## src/bcss_pkg.sv

```systemverilog
// ----------------------------------------------------------------------------
// bcss_pkg: shared types and constants of the braking-curve speed supervisor
// Payload structs, sequencer states, end codes and fixed margins.
// ----------------------------------------------------------------------------
package bcss_pkg;

	localparam int SPEED_W = 15;
	localparam int DIST_W  = 13;
	localparam int KMH_W   = 9;
	localparam int DECEL_W = 9;

	localparam logic [SPEED_W-1:0] SPEED_MAX = 15'h7FFF;

	// item modes
	localparam logic MODE_START = 1'b0;
	localparam logic MODE_END   = 1'b1;

	// end kinds of the previous segment
	localparam logic [1:0] END_JOIN     = 2'd0;
	localparam logic [1:0] END_BUFFER   = 2'd1;
	localparam logic [1:0] END_RED      = 2'd2;
	localparam logic [1:0] END_OVERRIDE = 2'd3;

	// target speeds in km/h
	localparam logic [KMH_W-1:0] STOP_KMH     = 9'd0;
	localparam logic [KMH_W-1:0] OVERRIDE_KMH = 9'd20;

	// km/h to m/s: kmh * 10 / 36, done as (kmh * 10 / 4) / 9
	localparam int KMH_MAX   = 511;
	localparam int KMH_SCALE = 10;
	localparam int KMH_DIV   = 9;

	// 2ad term: a * m * 4^F / 50, done as (a * m * 2^(2F-1)) / 25
	localparam int DECEL_DIV = 25;

	// braking rate and its safety reduction, in 0.01 m/s2
	localparam logic [DECEL_W-1:0] DECEL_RESET   = 9'd50;
	localparam logic [DECEL_W-1:0] DECEL_HI_TH   = 9'd60;
	localparam logic [DECEL_W-1:0] DECEL_HI_CUT  = 9'd20;
	localparam logic [DECEL_W-1:0] DECEL_MID_TH  = 9'd40;
	localparam logic [DECEL_W-1:0] DECEL_MID_CUT = 9'd10;
	localparam logic [DECEL_W-1:0] DECEL_LO_TH   = 9'd10;
	localparam logic [DECEL_W-1:0] DECEL_LO_CUT  = 9'd5;

	// distance margins in meters, as thresholds on the raw distance
	localparam logic [DIST_W-1:0] MARGIN_NEAR_D = 13'd20; // below: no curve
	localparam logic [DIST_W-1:0] MARGIN_MID_D  = 13'd30; // up to: d - 10
	localparam logic [DIST_W-1:0] MARGIN_FAR_D  = 13'd40; // up to: flat 20
	localparam logic [DIST_W-1:0] MARGIN_BASE   = 13'd10;
	localparam logic [DIST_W-1:0] MARGIN_MID_M  = 13'd20;
	localparam logic [DIST_W-1:0] MARGIN_FAR_CUT = 13'd30;

	typedef enum logic [3:0] {
		ST_IDLE,
		ST_CONV_MUL,
		ST_CONV_FIX,
		ST_CHECK,
		ST_AM_MUL,
		ST_DIV_MUL,
		ST_DIV_FIX,
		ST_RAD,
		ST_ROOT,
		ST_APPLY,
		ST_WRAP,
		ST_DONE
	} state_t;

	typedef struct packed {
		logic              mode;
		logic [1:0]        end_kind;
		logic [KMH_W-1:0]  speed_limit_kmh;
		logic [DIST_W-1:0] length_m;
	} seg_t;

	typedef struct packed {
		logic [SPEED_W-1:0] permitted_speed;
		logic [DIST_W-1:0]  lookahead_m;
		logic               done_res;
	} res_t;

endpackage

```

## src/braking_curve_speed_supervisor.sv

```systemverilog
// ----------------------------------------------------------------------------
// braking_curve_speed_supervisor
// Walks track segments one per transfer, keeps the lowest braking-curve
// speed sqrt(v^2 + 2ad) over all targets and the look-ahead distance.
// ----------------------------------------------------------------------------
//
//  channel  | signals                          | carries
//  ---------+----------------------------------+------------------------------
//  seg      | seg_valid / seg_ready / seg      | mode, end kind, limit, length
//  res      | res_valid / res_ready / res      | speed, look-ahead, done flag
//  cfg      | cfg_wr_en / cfg_wr_data          | raw braking rate, no wait
//
// Sequence: accept a transfer, then per evaluated target convert, check,
// multiply, divide, form the radicand, run the bit-pair square-root loop
// over R root bits (16 at 6 fraction bits) and apply; one wrap-up step
// after each target and one to hand off. A skipped target goes from check
// to wrap-up, one inside 20 m from check to apply.
// Reset: state cleared, finished set, braking rate back to 0.5 m/s2.
// Stalls: seg_ready is high only while idle. A finished result waits in the
// res register; a new transfer is taken meanwhile, and the next result waits
// in the last sequencer step until res is free.
//
module braking_curve_speed_supervisor #(
	parameter int MAX_LOOKAHEAD   = 5000,
	parameter int SPEED_FRAC_BITS = 6
) (
	input  logic                          clk,
	input  logic                          arst_n,
	input  logic                          cfg_wr_en,
	input  logic [bcss_pkg::DECEL_W-1:0]  cfg_wr_data,
	input  logic                          seg_valid,
	output logic                          seg_ready,
	input  bcss_pkg::seg_t                seg,
	output logic                          res_valid,
	input  logic                          res_ready,
	output bcss_pkg::res_t                res
);

	localparam int SPEED_W = bcss_pkg::SPEED_W;
	localparam int DIST_W  = bcss_pkg::DIST_W;
	localparam int KMH_W   = bcss_pkg::KMH_W;
	localparam int DECEL_W = bcss_pkg::DECEL_W;

	// km/h conversion: n = kmh * 10 * 2^(F-2), speed = n / 9
	localparam int N_MAX = bcss_pkg::KMH_MAX * bcss_pkg::KMH_SCALE * (2 ** (SPEED_FRAC_BITS - 2));
	localparam int N_W   = $clog2(N_MAX + 1);

	// 2ad term: p = a * m, add = (p * 2^S) / 25
	localparam int P_W    = DECEL_W + DIST_W;
	localparam int Q25_W  = P_W - 4;
	localparam int FRAC_SH = 2 * SPEED_FRAC_BITS - 1;

	// shared multiplier operands
	localparam int MOP_W = (N_W > P_W) ? N_W : P_W;
	localparam int PRD_W = 2 * MOP_W;

	// reciprocals for the constant divides, one correction step after
	localparam logic [MOP_W-1:0] RCP9  = MOP_W'((2 ** N_W) / bcss_pkg::KMH_DIV);
	localparam logic [MOP_W-1:0] RCP25 = MOP_W'((2 ** P_W) / bcss_pkg::DECEL_DIV);

	// radicand and root widths
	localparam int SQ_W  = 2 * SPEED_W;
	localparam int ADD_W = Q25_W + FRAC_SH;
	localparam int SUM_W = ((ADD_W > SQ_W) ? ADD_W : SQ_W) + 1;
	localparam int R     = (SUM_W + 1) / 2;
	localparam int X_W   = 2 * R;
	localparam int CNT_W = $clog2(R);

	// speeds below 1.1 m/s are zeroed: curve * 10 < 11 * 2^F
	localparam logic [SPEED_W-1:0] SMALL_SPEED =
		SPEED_W'((11 * (2 ** SPEED_FRAC_BITS) + 9) / 10);

	// fractional part of (r * 2^S) / 25 for remainders 0..24
	typedef logic [FRAC_SH-1:0] frac_tbl_t [bcss_pkg::DECEL_DIV];

	function automatic frac_tbl_t frac_tbl_init();
		frac_tbl_t t;
		for (int i = 0; i < bcss_pkg::DECEL_DIV; i++) begin
			t[i] = FRAC_SH'((i << FRAC_SH) / bcss_pkg::DECEL_DIV);
		end
		return t;
	endfunction

	localparam frac_tbl_t FRAC_TBL = frac_tbl_init();

	// ------------------------------------------------------------------
	// registers
	// ------------------------------------------------------------------
	bcss_pkg::state_t      state_q, state_d;
	logic [DECEL_W-1:0]    decel_raw_q;
	logic [SPEED_W-1:0]    speed_now_q;
	logic [DIST_W-1:0]     dist_q;
	logic                  fin_q;
	logic                  pend_q;
	logic [CNT_W-1:0]      cnt_q;
	logic                  res_valid_q;
	bcss_pkg::res_t        res_q;

	bcss_pkg::seg_t        item_q;
	logic [KMH_W-1:0]      tgt_kmh_q;
	logic [PRD_W-1:0]      mul_q;
	logic [SPEED_W-1:0]    target_q;
	logic [SQ_W-1:0]       sq_q;
	logic [P_W-1:0]        p_q;
	logic [Q25_W-1:0]      q25_q;
	logic [4:0]            r25_q;
	logic [X_W-1:0]        x_q;
	logic [R:0]            rem_q;
	logic [R-1:0]          root_q;

	// ------------------------------------------------------------------
	// combinational datapath
	// ------------------------------------------------------------------
	logic                  is_start, is_stop, accept, res_load;
	logic                  mul_en;
	logic [MOP_W-1:0]      mul_a, mul_b;
	logic [N_W-1:0]        n_conv, q9, r9, q9c;
	logic [SPEED_W-1:0]    target_d;
	logic [DECEL_W-1:0]    decel_work;
	logic [DIST_W-1:0]     margin_m;
	logic [Q25_W-1:0]      q25, q25c;
	logic [P_W-1:0]        r25;
	logic [R+2:0]          rt_trial, rt_sub, rt_diff;
	logic                  rt_ge;
	logic [SPEED_W-1:0]    curve_sat, curve;
	logic [DIST_W:0]       dist_sum;

	assign is_start = (item_q.mode == bcss_pkg::MODE_START);
	assign is_stop  = (item_q.end_kind == bcss_pkg::END_BUFFER) ||
		(item_q.end_kind == bcss_pkg::END_RED);
	assign accept   = seg_valid && seg_ready;

	// km/h to speed, reciprocal estimate plus one correction
	assign n_conv = (N_W'(tgt_kmh_q) * N_W'(bcss_pkg::KMH_SCALE)) << (SPEED_FRAC_BITS - 2);
	assign q9     = mul_q[N_W +: N_W];
	assign r9     = n_conv - q9 * N_W'(bcss_pkg::KMH_DIV);
	assign q9c    = (r9 >= N_W'(bcss_pkg::KMH_DIV)) ? q9 + N_W'(1) : q9;
	assign target_d = (q9c > N_W'(bcss_pkg::SPEED_MAX)) ? bcss_pkg::SPEED_MAX
		: q9c[SPEED_W-1:0];

	// working braking rate
	always_comb begin
		priority if (decel_raw_q > bcss_pkg::DECEL_HI_TH) begin
			decel_work = decel_raw_q - bcss_pkg::DECEL_HI_CUT;
		end else if (decel_raw_q > bcss_pkg::DECEL_MID_TH) begin
			decel_work = decel_raw_q - bcss_pkg::DECEL_MID_CUT;
		end else if (decel_raw_q > bcss_pkg::DECEL_LO_TH) begin
			decel_work = decel_raw_q - bcss_pkg::DECEL_LO_CUT;
		end else begin
			decel_work = decel_raw_q;
		end
	end

	// distance after margins; only used at 20 m and beyond
	always_comb begin
		priority if (dist_q > bcss_pkg::MARGIN_FAR_D) begin
			margin_m = dist_q - bcss_pkg::MARGIN_FAR_CUT;
		end else if (dist_q > bcss_pkg::MARGIN_MID_D) begin
			margin_m = bcss_pkg::MARGIN_MID_M;
		end else begin
			margin_m = dist_q - bcss_pkg::MARGIN_BASE;
		end
	end

	// p / 25, reciprocal estimate plus one correction
	assign q25  = mul_q[P_W +: Q25_W];
	assign r25  = p_q - P_W'(q25) * P_W'(bcss_pkg::DECEL_DIV);
	assign q25c = (r25 >= P_W'(bcss_pkg::DECEL_DIV)) ? q25 + Q25_W'(1) : q25;

	// one bit-pair step of the restoring square root
	assign rt_trial = {rem_q, x_q[X_W-1 -: 2]};
	assign rt_sub   = {1'b0, root_q, 2'b01};
	assign rt_ge    = (rt_trial >= rt_sub);
	assign rt_diff  = rt_trial - rt_sub;

	// curve speed: saturate, zero the crawl range
	assign curve_sat = (root_q > R'(bcss_pkg::SPEED_MAX)) ? bcss_pkg::SPEED_MAX
		: root_q[SPEED_W-1:0];
	assign curve     = (curve_sat < SMALL_SPEED) ? '0 : curve_sat;

	assign dist_sum = {1'b0, dist_q} + {1'b0, item_q.length_m};

	// ------------------------------------------------------------------
	// next state
	// ------------------------------------------------------------------
	always_comb begin
		state_d = state_q;
		unique case (state_q)
			bcss_pkg::ST_IDLE: begin
				if (accept) begin
					if (seg.mode == bcss_pkg::MODE_END && fin_q) begin
						state_d = bcss_pkg::ST_DONE;
					end else begin
						state_d = bcss_pkg::ST_CONV_MUL;
					end
				end
			end
			bcss_pkg::ST_CONV_MUL: state_d = bcss_pkg::ST_CONV_FIX;
			bcss_pkg::ST_CONV_FIX: state_d = bcss_pkg::ST_CHECK;
			bcss_pkg::ST_CHECK: begin
				priority if (is_start || target_q > speed_now_q) begin
					state_d = bcss_pkg::ST_WRAP;
				end else if (dist_q < bcss_pkg::MARGIN_NEAR_D) begin
					state_d = bcss_pkg::ST_APPLY;
				end else begin
					state_d = bcss_pkg::ST_AM_MUL;
				end
			end
			bcss_pkg::ST_AM_MUL:  state_d = bcss_pkg::ST_DIV_MUL;
			bcss_pkg::ST_DIV_MUL: state_d = bcss_pkg::ST_DIV_FIX;
			bcss_pkg::ST_DIV_FIX: state_d = bcss_pkg::ST_RAD;
			bcss_pkg::ST_RAD:     state_d = bcss_pkg::ST_ROOT;
			bcss_pkg::ST_ROOT: begin
				if (cnt_q == '0) begin
					state_d = bcss_pkg::ST_APPLY;
				end
			end
			bcss_pkg::ST_APPLY:   state_d = bcss_pkg::ST_WRAP;
			bcss_pkg::ST_WRAP: begin
				state_d = pend_q ? bcss_pkg::ST_CONV_MUL : bcss_pkg::ST_DONE;
			end
			bcss_pkg::ST_DONE: begin
				if (res_load) begin
					state_d = bcss_pkg::ST_IDLE;
				end
			end
			default: state_d = bcss_pkg::ST_IDLE;
		endcase
	end

	// ------------------------------------------------------------------
	// control outputs and multiplier operand select
	// ------------------------------------------------------------------
	always_comb begin
		seg_ready = (state_q == bcss_pkg::ST_IDLE);
		res_load  = (state_q == bcss_pkg::ST_DONE) && (!res_valid_q || res_ready);
		mul_en    = 1'b0;
		mul_a     = '0;
		mul_b     = '0;
		unique case (state_q)
			bcss_pkg::ST_CONV_MUL: begin
				mul_en = 1'b1;
				mul_a  = MOP_W'(n_conv);
				mul_b  = RCP9;
			end
			bcss_pkg::ST_CHECK: begin
				mul_en = 1'b1;
				mul_a  = MOP_W'(target_q);
				mul_b  = MOP_W'(target_q);
			end
			bcss_pkg::ST_AM_MUL: begin
				mul_en = 1'b1;
				mul_a  = MOP_W'(decel_work);
				mul_b  = MOP_W'(margin_m);
			end
			bcss_pkg::ST_DIV_MUL: begin
				mul_en = 1'b1;
				mul_a  = MOP_W'(mul_q[P_W-1:0]);
				mul_b  = RCP25;
			end
			default: ;
		endcase
	end

	// ------------------------------------------------------------------
	// control and block state registers
	// ------------------------------------------------------------------
	always_ff @(posedge clk or negedge arst_n) begin
		if (!arst_n) begin
			state_q     <= bcss_pkg::ST_IDLE;
			decel_raw_q <= bcss_pkg::DECEL_RESET;
			speed_now_q <= '0;
			dist_q      <= '0;
			fin_q       <= 1'b1;
			pend_q      <= 1'b0;
			cnt_q       <= '0;
			res_valid_q <= 1'b0;
		end else begin
			state_q <= state_d;
			if (cfg_wr_en) begin
				decel_raw_q <= cfg_wr_data;
			end
			if (res_load) begin
				res_valid_q <= 1'b1;
			end else if (res_ready) begin
				res_valid_q <= 1'b0;
			end
			unique case (state_q)
				bcss_pkg::ST_IDLE: begin
					if (accept) begin
						pend_q <= (seg.mode == bcss_pkg::MODE_END) &&
							(seg.end_kind == bcss_pkg::END_OVERRIDE);
					end
				end
				bcss_pkg::ST_CHECK: begin
					if (is_start) begin
						speed_now_q <= target_q;
					end
				end
				bcss_pkg::ST_RAD: cnt_q <= CNT_W'(R - 1);
				bcss_pkg::ST_ROOT: cnt_q <= cnt_q - CNT_W'(1);
				bcss_pkg::ST_APPLY: begin
					if (curve < speed_now_q) begin
						speed_now_q <= curve;
					end
				end
				bcss_pkg::ST_WRAP: begin
					if (pend_q) begin
						pend_q <= 1'b0;
					end else if (is_start) begin
						dist_q <= item_q.length_m;
						fin_q  <= 1'b0;
					end else if (is_stop) begin
						fin_q <= 1'b1;
					end else if (dist_sum > (DIST_W + 1)'(MAX_LOOKAHEAD)) begin
						dist_q <= DIST_W'(MAX_LOOKAHEAD);
						fin_q  <= 1'b1;
					end else begin
						dist_q <= dist_sum[DIST_W-1:0];
					end
				end
				default: ;
			endcase
		end
	end

	// ------------------------------------------------------------------
	// datapath registers
	// ------------------------------------------------------------------
	always_ff @(posedge clk) begin
		if (mul_en) begin
			mul_q <= mul_a * mul_b;
		end
		if (res_load) begin
			res_q.permitted_speed <= speed_now_q;
			res_q.lookahead_m     <= dist_q;
			res_q.done_res        <= fin_q;
		end
		unique case (state_q)
			bcss_pkg::ST_IDLE: begin
				if (accept) begin
					item_q <= seg;
					priority if (seg.mode == bcss_pkg::MODE_START) begin
						tgt_kmh_q <= seg.speed_limit_kmh;
					end else if (seg.end_kind == bcss_pkg::END_BUFFER ||
						seg.end_kind == bcss_pkg::END_RED) begin
						tgt_kmh_q <= bcss_pkg::STOP_KMH;
					end else if (seg.end_kind == bcss_pkg::END_OVERRIDE) begin
						tgt_kmh_q <= bcss_pkg::OVERRIDE_KMH;
					end else begin
						tgt_kmh_q <= seg.speed_limit_kmh;
					end
				end
			end
			bcss_pkg::ST_CONV_FIX: target_q <= target_d;
			bcss_pkg::ST_CHECK: root_q <= R'(target_q);
			bcss_pkg::ST_AM_MUL: sq_q <= mul_q[SQ_W-1:0];
			bcss_pkg::ST_DIV_MUL: p_q <= mul_q[P_W-1:0];
			bcss_pkg::ST_DIV_FIX: begin
				q25_q <= q25c;
				r25_q <= (r25 >= P_W'(bcss_pkg::DECEL_DIV))
					? 5'(r25 - P_W'(bcss_pkg::DECEL_DIV)) : 5'(r25);
			end
			bcss_pkg::ST_RAD: begin
				x_q    <= X_W'(sq_q) + X_W'({q25_q, FRAC_TBL[r25_q]});
				rem_q  <= '0;
				root_q <= '0;
			end
			bcss_pkg::ST_ROOT: begin
				x_q    <= x_q << 2;
				rem_q  <= rt_ge ? rt_diff[R:0] : rt_trial[R:0];
				root_q <= {root_q[R-2:0], rt_ge};
			end
			bcss_pkg::ST_WRAP: begin
				if (pend_q) begin
					tgt_kmh_q <= item_q.speed_limit_kmh;
				end
			end
			default: ;
		endcase
	end

	assign res_valid = res_valid_q;
	assign res       = res_q;

	// ------------------------------------------------------------------
	// assertions
	// ------------------------------------------------------------------
	a_res_from_done: assert property (@(posedge clk) disable iff (!arst_n)
		$rose(res_valid_q) |-> $past(state_q == bcss_pkg::ST_DONE))
		else $error("result raised outside the hand-off step");

	a_speed_rise_on_start: assert property (@(posedge clk) disable iff (!arst_n)
		(speed_now_q > $past(speed_now_q)) |->
		$past(state_q == bcss_pkg::ST_CHECK && is_start))
		else $error("permitted speed rose without a start item");

	a_dist_capped: assert property (@(posedge clk) disable iff (!arst_n)
		$past(state_q == bcss_pkg::ST_WRAP && !pend_q && !is_start && !is_stop)
		|-> (dist_q <= DIST_W'(MAX_LOOKAHEAD)))
		else $error("look-ahead above cap after a joining end");

	a_root_count: assert property (@(posedge clk) disable iff (!arst_n)
		(state_q == bcss_pkg::ST_ROOT) |-> (cnt_q <= CNT_W'(R - 1)))
		else $error("root step count out of range");

endmodule
```

## config.mk

```make
export PLATFORM = sky130hd
export DESIGN_NAME = braking_curve_speed_supervisor
export DESIGN_NICKNAME = d
export VERILOG_FILES = /design/src/bcss_pkg.sv /design/src/braking_curve_speed_supervisor.sv
export SDC_FILE = /design/constraint.sdc
export NUM_CORES = 2
export LEC_CHECK = 0
export BUFFER_PORTS_ARGS = -buffer_cell sky130_fd_sc_hd__buf_2
export CAP_MARGIN = 20
export CELL_PAD_IN_SITES_DETAIL_PLACEMENT = 0
export CELL_PAD_IN_SITES_GLOBAL_PLACEMENT = 1
export CORE_MARGIN = 10
export CORE_UTILIZATION = 47
export CTS_CLUSTER_DIAMETER = 200
export DETAILED_ROUTE_END_ITERATION = 7
export PLACE_DENSITY = 0.8
export SYNTH_ARGS = -nofsm -noshare
export SYNTH_HDL_FRONTEND = slang
export SYNTH_SLANG_ARGS = --single-unit
```

## constraint.sdc

```tcl
create_clock -name clk -period 8.8 [get_ports clk]
set_input_delay 1.32 -clock clk [delete_from_list [all_inputs] [get_ports clk]]
set_output_delay 1.32 -clock clk [all_outputs]
set_load 0.02 [all_outputs]
```

==> PnR_summary.wiki <==
{| class="wikitable"
! Metric !! Value
|-
| Result of the run || finished clean
|-
| Wirelength per Cell || 19.46 um
|-
| Number of filler instances in the final layout || 6,386
|-
| Maximum number of pins on one net before global-route repair || 50
|-
| Most frequent cells after synthesis || 616 x sky130_fd_sc_hd__inv_1, 356 x sky130_fd_sc_hd__ha_1, 345 x sky130_fd_sc_hd__fa_1
|-
| Most crowded layer after global routing || met2
|-
| Die footprint || 0.08224 sq mm
|-
| Maximum frequency from static timing analysis || 0.1181 GHz
|-
| Routed vias/inst || 5.483
|-
| Post-route clock skew || 0.02483 ns
|-
| Sequential element share of the synthesized area || 26.77%
|-
| Number of nets in the layout || 4,353
|-
| Post-route non-filler standard cell count || 4,583
|-
| Share of flip-flops with an asynchronous set or reset after synthesis || 15.69%
|-
| H-Tree Depth || 2
|-
| Startpoint of the worst hold path || speed_now_q[4]
|-
| Global-route wire length before repair || 141.4 mm
|-
| Worst hold slack || 0.4408 ns
|-
| Number of cell rows || 97
|-
| GR Layer Usage met3 || 3.636%
|-
| Flop and latch count out of synthesis || 306
|-
| Number of I/O pins || 70
|-
| Data arrival time at the worst-slack endpoint || 8.85 ns
|-
| Post-synth top flop || sky130_fd_sc_hd__edfxtp_1
|-
| Largest area contributor in the synthesized netlist || sky130_fd_sc_hd__edfxtp_1
|-
| Met2 global-route usage || 35.67%
|-
| Area overhead of the layout relative to synthesis || 10.12%
|-
| Crit path buffers/inverters || 4
|-
| Final WL || 89.18 mm
|-
| Via total after detailed routing || 25,130
|-
| Max capacitance violation total || 0
|-
| Worst EP required || 9.18 ns
|-
| Relative slew slack || 31.82%
|-
| Critical path capture point type || flip-flop
|-
| Initial antenna violation count || 1
|-
| Most used standard cell by instance count after synthesis || sky130_fd_sc_hd__inv_1
|-
| Detail Route Antenna Nets || 0
|-
| Proportion of layout cells with a drive suffix above 1 || 9.171%
|-
| Clock transition at the registers of the reported paths || 0.06 ns
|-
| Fraction of synthesized cell area taken by the top area cell type || 23.16%
|-
| Number of sinks handled by clock tree synthesis || 306
|-
| Largest buffer count on any clock path || 3
|-
| Worst setup slack for register-to-register paths || 0.33 ns
|-
| Number of cells produced by synthesis || 3,470
|-
| Number of global-route vias before repair || 25,140
|-
| Die boundary width || 286.8 um
|-
| Type of the worst setup path || flip-flop to flip-flop
|-
| Total global routing track utilization || 21.83%
|-
| Height of the die || 286.8 um
|-
| Largest stage delay on the critical path || 0.57 ns
|-
| Actual transition at the worst max-transition pin || 1.018 ns
|-
| Final setup viols || 0
|-
| HP Class || flip-flop to flip-flop
|-
| Worst setup path startpoint || decel_raw_q[1]
|-
| Crit path max fanout || 7
|-
| Post-DP HPWL || 70.76 mm
|-
| Number of synthesis warnings || 0
|-
| Post-synth design cell area || 0.03345 sq mm
|-
| Average cell area after synthesis || 9.640 sq um
|-
| Hold violation count in the final report || 0
|-
| Worst flop-to-flop path startpoint || decel_raw_q[1]
|-
| Initial core utilization || 47.60%
|-
| Dominant delay contributor by cell family on the critical path || adder cells
|-
| Number of clock buffers inserted by TritonCTS || 37
|-
| Clock tree from TritonCTS || built
|-
| Global route total overflow || 0
|-
| Placer's final routability congestion estimate || 0.8957
|-
| Final-report max-slew violation count || 0
|-
| Root Buffer || sky130_fd_sc_hd__clkbuf_16
|-
| Total iterations of the first detailed-routing run || 6
|-
| CORE AREA || 0.07027 sq mm
|-
| Met1 Usage GRT || 29.24%
|-
| Number of distinct library cells after synthesis || 105
|-
| Share of the cycle needed by the critical path after routing || 96.21%
|-
| DRC viols || 0
|-
| Crit-path most repeated cell || sky130_fd_sc_hd__fa_1
|-
| Number of flops mapped to enable cells by yosys || 258
|-
| Cells taking the most area after synthesis || sky130_fd_sc_hd__edfxtp_1 23%, sky130_fd_sc_hd__fa_1 21%, sky130_fd_sc_hd__ha_1 13%
|-
| Critical Path Source Type || flip-flop
|-
| Port Buffer Count || 69
|-
| Final critical-path required period || 8.466 ns
|-
| Number of placed instances with taps included || 4,505
|-
| Max stage delay cell, worst path || sky130_fd_sc_hd__dfstp_2
|-
| Insertion delay of the later-clocked pin in the worst-skew pair || 0.57 ns
|-
| Starting DRC count in detailed routing || 1,931
|}
worst register-to-register path, stage by stage, from the launching register on:
cell                       delay, ns
sky130_fd_sc_hd__dfstp_2        0.57
sky130_fd_sc_hd__inv_1          0.07
sky130_fd_sc_hd__ha_1           0.22
sky130_fd_sc_hd__a211oi_2       0.35
sky130_fd_sc_hd__nor4_4         0.09
sky130_fd_sc_hd__or2_2          0.33
sky130_fd_sc_hd__o31ai_2        0.27
sky130_fd_sc_hd__nand2_1        0.13
sky130_fd_sc_hd__xor2_2         0.20
sky130_fd_sc_hd__o211ai_4       0.30
sky130_fd_sc_hd__nand2_1        0.14
sky130_fd_sc_hd__fa_1           0.52
sky130_fd_sc_hd__fa_1           0.50
sky130_fd_sc_hd__inv_1          0.06
sky130_fd_sc_hd__fa_1           0.53
sky130_fd_sc_hd__fa_1           0.56
sky130_fd_sc_hd__fa_1           0.57
sky130_fd_sc_hd__inv_1          0.06
sky130_fd_sc_hd__fa_1           0.53
sky130_fd_sc_hd__inv_1          0.04
sky130_fd_sc_hd__ha_1           0.38
sky130_fd_sc_hd__a22o_1         0.26
sky130_fd_sc_hd__nor4_2         0.26
sky130_fd_sc_hd__a2111o_1       0.33
sky130_fd_sc_hd__a21boi_1       0.14
sky130_fd_sc_hd__o2111a_1       0.30
sky130_fd_sc_hd__or2_2          0.34
sky130_fd_sc_hd__o311ai_1       0.27
flip-flops by register name (all words and copies together), names as in the netlist:
register / flops
x_q: 32
res: 29
rem_q: 17
q25_q: 18
mul_q: 40
speed_now_q: 15
state_q: 4
decel_raw_q: 9
tgt_kmh_q: 9
root_q: 16
r25_q: 5
pend_q: 1
target_q: 15
res_valid: 1
p_q: 22
dist_q: 13
item_q: 25
fin_q: 1
cnt_q: 4
sq_q: 30
worst paths after layout:
check	to	cells past startpoint
max	mul_q[39]	27
min	res[18]	0
max reg2reg	mul_q[39]	27
min reg2reg	res[18]	0
max in group asynchronous	speed_now_q[5]	2
min in group asynchronous	dist_q[5]	2
metal layers:
metal / vias to the layer above / wire (um) / part of all wire (%)
li1: 11910 / - / -
met1: 12380 / 39220 / 44
met2: 682 / 41640 / 47
met3: 158 / 5357 / 6.0
met4: 2 / 2954 / 3.3
met5: - / 13 / 0.015
placed cells by master, fill, tap and decap left out, drive strengths merged, types with 52 or more instances in the layout:
master	instances
ha	356
o21ai	148
edfxtp	258
fa	345
nand2	333
xnor2	97
nand3	60
a21o	52
a21oi	180
inv	619
buf	165
nor2	216
what timing repair did:
| item | 4_1_cts | 5_1_grt |
|---|---|---|
| setup buffers | 0 | 8 |
| endpoints found under the setup margin | 0 | 13 |
| hold buffers | 0 | 0 |
| resized for setup | 0 | 32 |
layout make-up:
class / instances / area [sq um] / share of cell area [%]
multi-input cells: 2486 / 22100 / 59.99
well taps: 940 / 1176 / 3.193
inverters: 617 / 2316 / 6.288
flip-flops and latches: 306 / 8954 / 24.31
diodes: 1 / 2.502 / 0.006794
repair buffers: 165 / 1070 / 2.904
clock inverters: 24 / 215.2 / 0.5843
clock buffers: 44 / 1003 / 2.724
kinds of logic (layout without fill, tap and decap cells):
| family | after synthesis | after routing | share of synthesized area [%] |
|---|---|---|---|
| DFF | 306 | 306 | 26.77 |
| other | 2 | 38 | 0.02245 |
| adders and majority gates | 703 | 703 | 34.02 |
| muxes | 45 | 45 | 1.410 |
| xor gates and xnor gates | 146 | 146 | 3.823 |
| AOI/OAI and AO/OA | 647 | 647 | 12.83 |
| buffers and inverters | 713 | 850 | 8.136 |
| and+or+nand+nor | 908 | 908 | 12.99 |
stage by stage:
stage	worst slack [ns]	setup TNS (ns)	area (sq um)	util, %
6_report	0.3339	0	36830	52.42
5_1_grt	-0.03512	-0.06391	36830	52.41
4_1_cts	0.09925	0	36610	52.10
3_5_place_dp	0.1559	0	35400	50.37
3_3_place_gp	0.2411	0	35400	50.37
2_1_floorplan	0.5629	0	33580	-
Power is not shown: default switching activity piles up to over one toggle a cycle in this logic, so the estimate is an artifact.
